## src/rtl/core/srt_pkg.sv

```systemverilog
// Shared types and constants for the sample ring edge trigger block.
package srt_pkg;

  localparam int SAMPLE_W = 12;
  localparam int IDX_W    = 11;
  localparam int OVF_W    = 32;

  localparam logic [SAMPLE_W-1:0] LEVEL_RESET = 12'd2048;

  // tuser codes on the input channel
  localparam logic SRT_OP_STORE  = 1'b0;
  localparam logic SRT_OP_SEARCH = 1'b1;

  typedef enum logic [1:0] {
    SRT_IDLE,
    SRT_LOAD,
    SRT_SCAN,
    SRT_RESULT
  } srt_state_t;

  // operands handed to the edge compare unit
  typedef struct packed {
    logic [SAMPLE_W-1:0] here;
    logic [SAMPLE_W-1:0] prior;
    logic [SAMPLE_W-1:0] level;
    logic                falling;
  } srt_cmp_req_t;

endpackage

```

## src/rtl/core/srt_edge_cmp.sv

```systemverilog
// Edge compare unit: tests one pair of adjacent samples for a level crossing.
module srt_edge_cmp (
  input  srt_pkg::srt_cmp_req_t req,
  output logic                  crossing
);

  logic here_hi;
  logic prior_hi;

  always_comb begin
    here_hi  = (req.here >= req.level);
    prior_hi = (req.prior >= req.level);
    // rising: prior below, here at or above; falling: the reverse
    if (req.falling) begin
      crossing = !here_hi && prior_hi;
    end else begin
      crossing = here_hi && !prior_hi;
    end
  end

endmodule

```

## config.mk

```make
export PLATFORM = sky130hd
export DESIGN_NAME = srt_edge_cmp
export DESIGN_NICKNAME = d
export VERILOG_FILES = /design/src/rtl/core/srt_pkg.sv /design/src/rtl/core/srt_edge_cmp.sv
export SDC_FILE = /design/constraint.sdc
export NUM_CORES = 1
export LEC_CHECK = 0
export ABC_CLOCK_PERIOD_IN_PS = 4050
export BUFFER_PORTS_ARGS = -buffer_cell sky130_fd_sc_hd__buf_2
export CORE_UTILIZATION = 39
export DETAILED_ROUTE_END_ITERATION = 16
export GPL_TIMING_DRIVEN = 0
export PLACE_DENSITY_LB_ADDON = 0.3
export REMOVE_ABC_BUFFERS = 1
export SYNTH_ARGS = -nofsm -noshare
export SYNTH_HDL_FRONTEND = slang
export SYNTH_SLANG_ARGS = --single-unit
```

## constraint.sdc

```tcl
create_clock -name vclk -period 4.05
set_input_delay 0.2025 -clock vclk [all_inputs]
set_output_delay 0.2025 -clock vclk [all_outputs]
set_load 0.05 [all_outputs]
```

==> results.sh <==
export IMPL_outcome="completed"
export IMPL_path_class="primary input to output port"
export IMPL_post_cts_setup_buffers=0
export IMPL_final_util_pct=59.1
export IMPL_leakage_nw=0.489
export IMPL_required_ps=3850
export IMPL_post_drt_via_cell_ratio=4.99
export IMPL_critPathMaxStageDelay_ps=530
export IMPL_final_clkbuf_count=0
export IMPL_die_h_um=40.9
export IMPL_max_freq_ghz=0.445
export IMPL_start_util_pct=43.7
export IMPL_worstPathMaxFanout=2
export IMPL_hpwlAfterDp_um=1170
export IMPL_row_count=13
export IMPL_antenna_cells=0
export IMPL_antenna_found_initial=0
export IMPL_grt_max_degree=4
export IMPL_postRouteAntennaNets=0
export IMPL_grt_pass1_vias=513
export IMPL_fin_ws_ps=1800
export IMPL_ys_warnings_count=0
export IMPL_ctsResizeCount=0
export IMPL_ys_types=22
export IMPL_timing_final_crit_share_pct=55.5
export IMPL_hold_path_class="primary input to output port"
export IMPL_nNetsFinal=172
export IMPL_synth_area_um2=589
export IMPL_syn_inst=71
export IMPL_rsz0062_at_grt="false"
export IMPL_ios=38
export IMPL_ys_seq_area_share_pct=0
export IMPL_grt_pass1_wl_um=1880
export IMPL_drtIter0Drc=2
export IMPL_hold_viol_final=0
export IMPL_dieArea_mm2=0.00167
export IMPL_syn_avg_cell_area_um2=8.30
export IMPL_powerDensity_mw_per_mm2=99.0
export IMPL_wl_per_cell_um=9.70
export IMPL_totalWireLength_um=1200
export IMPL_slew_violations=0
export IMPL_seq_cells=0
export IMPL_chipWidth_um=40.9
export IMPL_setup_viol=0
export IMPL_worstPathCellList="buf_2 > ha_1 > nand2b_1 > a2111oi_0 > nor4_1 > nor3_1 > mux2i_1 > buf_2"
export IMPL_holdBufCountCts=0
export IMPL_drv_cap=0
export IMPL_num_vias=619
export IMPL_tightest_slew_ps=516
export IMPL_fin_tns_setup_ps=0
export IMPL_crit_top_cell="buf_2"
export IMPL_fillers=123
export IMPL_start_kind="primary input"
export IMPL_track_usage_pct=16.1
export IMPL_first_pass_iters=2
export IMPL_io_buffers=38
export IMPL_crit_arrival_ps=2040
export IMPL_register_area_um2=0
export IMPL_grt_overflow_total=0
export IMPL_route_detailed_drc=0
export IMPL_syn_to_final_growth_pct=35.5
export IMPL_maxSlewHeadroom_pct=64.7
export IMPL_min_period_ps=2250
export IMPL_coreArea_mm2=0.00135
export IMPL_gp_congestion=0.705
export IMPL_place_ws_ps=1780
export IMPL_worstSetupEndpointType="output port"
export IMPL_critPathSlowestCell="a2111oi_0"
export IMPL_drive_gt1_share_pct=37.6
export IMPL_max_vdd_ir_drop_uv=54.0
path summary, 6_finish.rpt:
check / from / end / slack (ps) / depth (start not counted)
setup / recovery: req[1] / crossing / 1800 / 8
hold / removal: req[0] / crossing / 830 / 4
routing by layer:
layer  vias to the layer above  track usage (%)  routed length, um
met2                        21             33.2                618
met3                         0                0                 69
met1                       258             18.9                515
met5                         -                0                  0
met4                         0                0                  0
li1                        340                -                  -
cells in the final DEF (no fill, tap or decap), drive strengths merged, types with 2 or more instances in the layout:
cell and instances:
nand2 2, a21oi 7, o21ai 4, nand2b 2, a21o 3, nand4 3
o21a 2, ha 24, inv 14, a2111oi 2, buf 38
synth_stat cells (all sizes together), types with 2 or more instances:
cell,n,area [um2]
inv,14,52.6
nand4,3,18.8
a21oi,7,35.0
o21a,2,15.0
a21o,3,30.0
nand2b,2,20.0
nand2,2,7.51
o21ai,4,20.0
a2111oi,2,36.3
ha,24,300
power by group:
group | switching (W) | internal, W
combinational | 0.0000384 | 0.0000406
clock | 0 | 0
sequential | 0 | 0
layout make-up:
class | instances | area (um2) | area share [%]
repair buffers | 38 | 190 | 23.8
multi-input cells | 57 | 537 | 67.2
well taps | 15 | 18.8 | 2.35
inverters | 14 | 52.6 | 6.58
critical path, delay by kind of cell:
kind / cells / cell delay, ps
simple gates: 3 / 470
mux: 1 / 200
buf+inv: 2 / 390
fa+ha+maj: 1 / 270
compound gates: 1 / 530
stage by stage:
stage / hold WS (ps) / area, um2 / std cells / total power, W
6_report: 831 / 798 / 124 / 0.0000791
5_1_grt: 867 / 798 / 124 / 0.0000903
4_1_cts: 829 / 798 / 124 / 0.0000805
3_5_place_dp: 829 / 798 / 124 / 0.0000799
3_3_place_gp: 844 / 798 / 124 / 0.0000767
2_1_floorplan: 791 / 589 / 71 / 0.0000511
cells by family (layout without fill, tap and decap cells):
logic type	Yosys count	after routing	synth area share, %
AND/OR/NAND/NOR	13	13	13.8
buffers and inverters	14	52	8.92
adder cells (fa/ha/maj)	24	24	51.0
multiplexers	1	1	1.70
AO/OA/AOI/OAI	19	19	24.6
No activity file was read; power rests on OpenSTA's default activity.
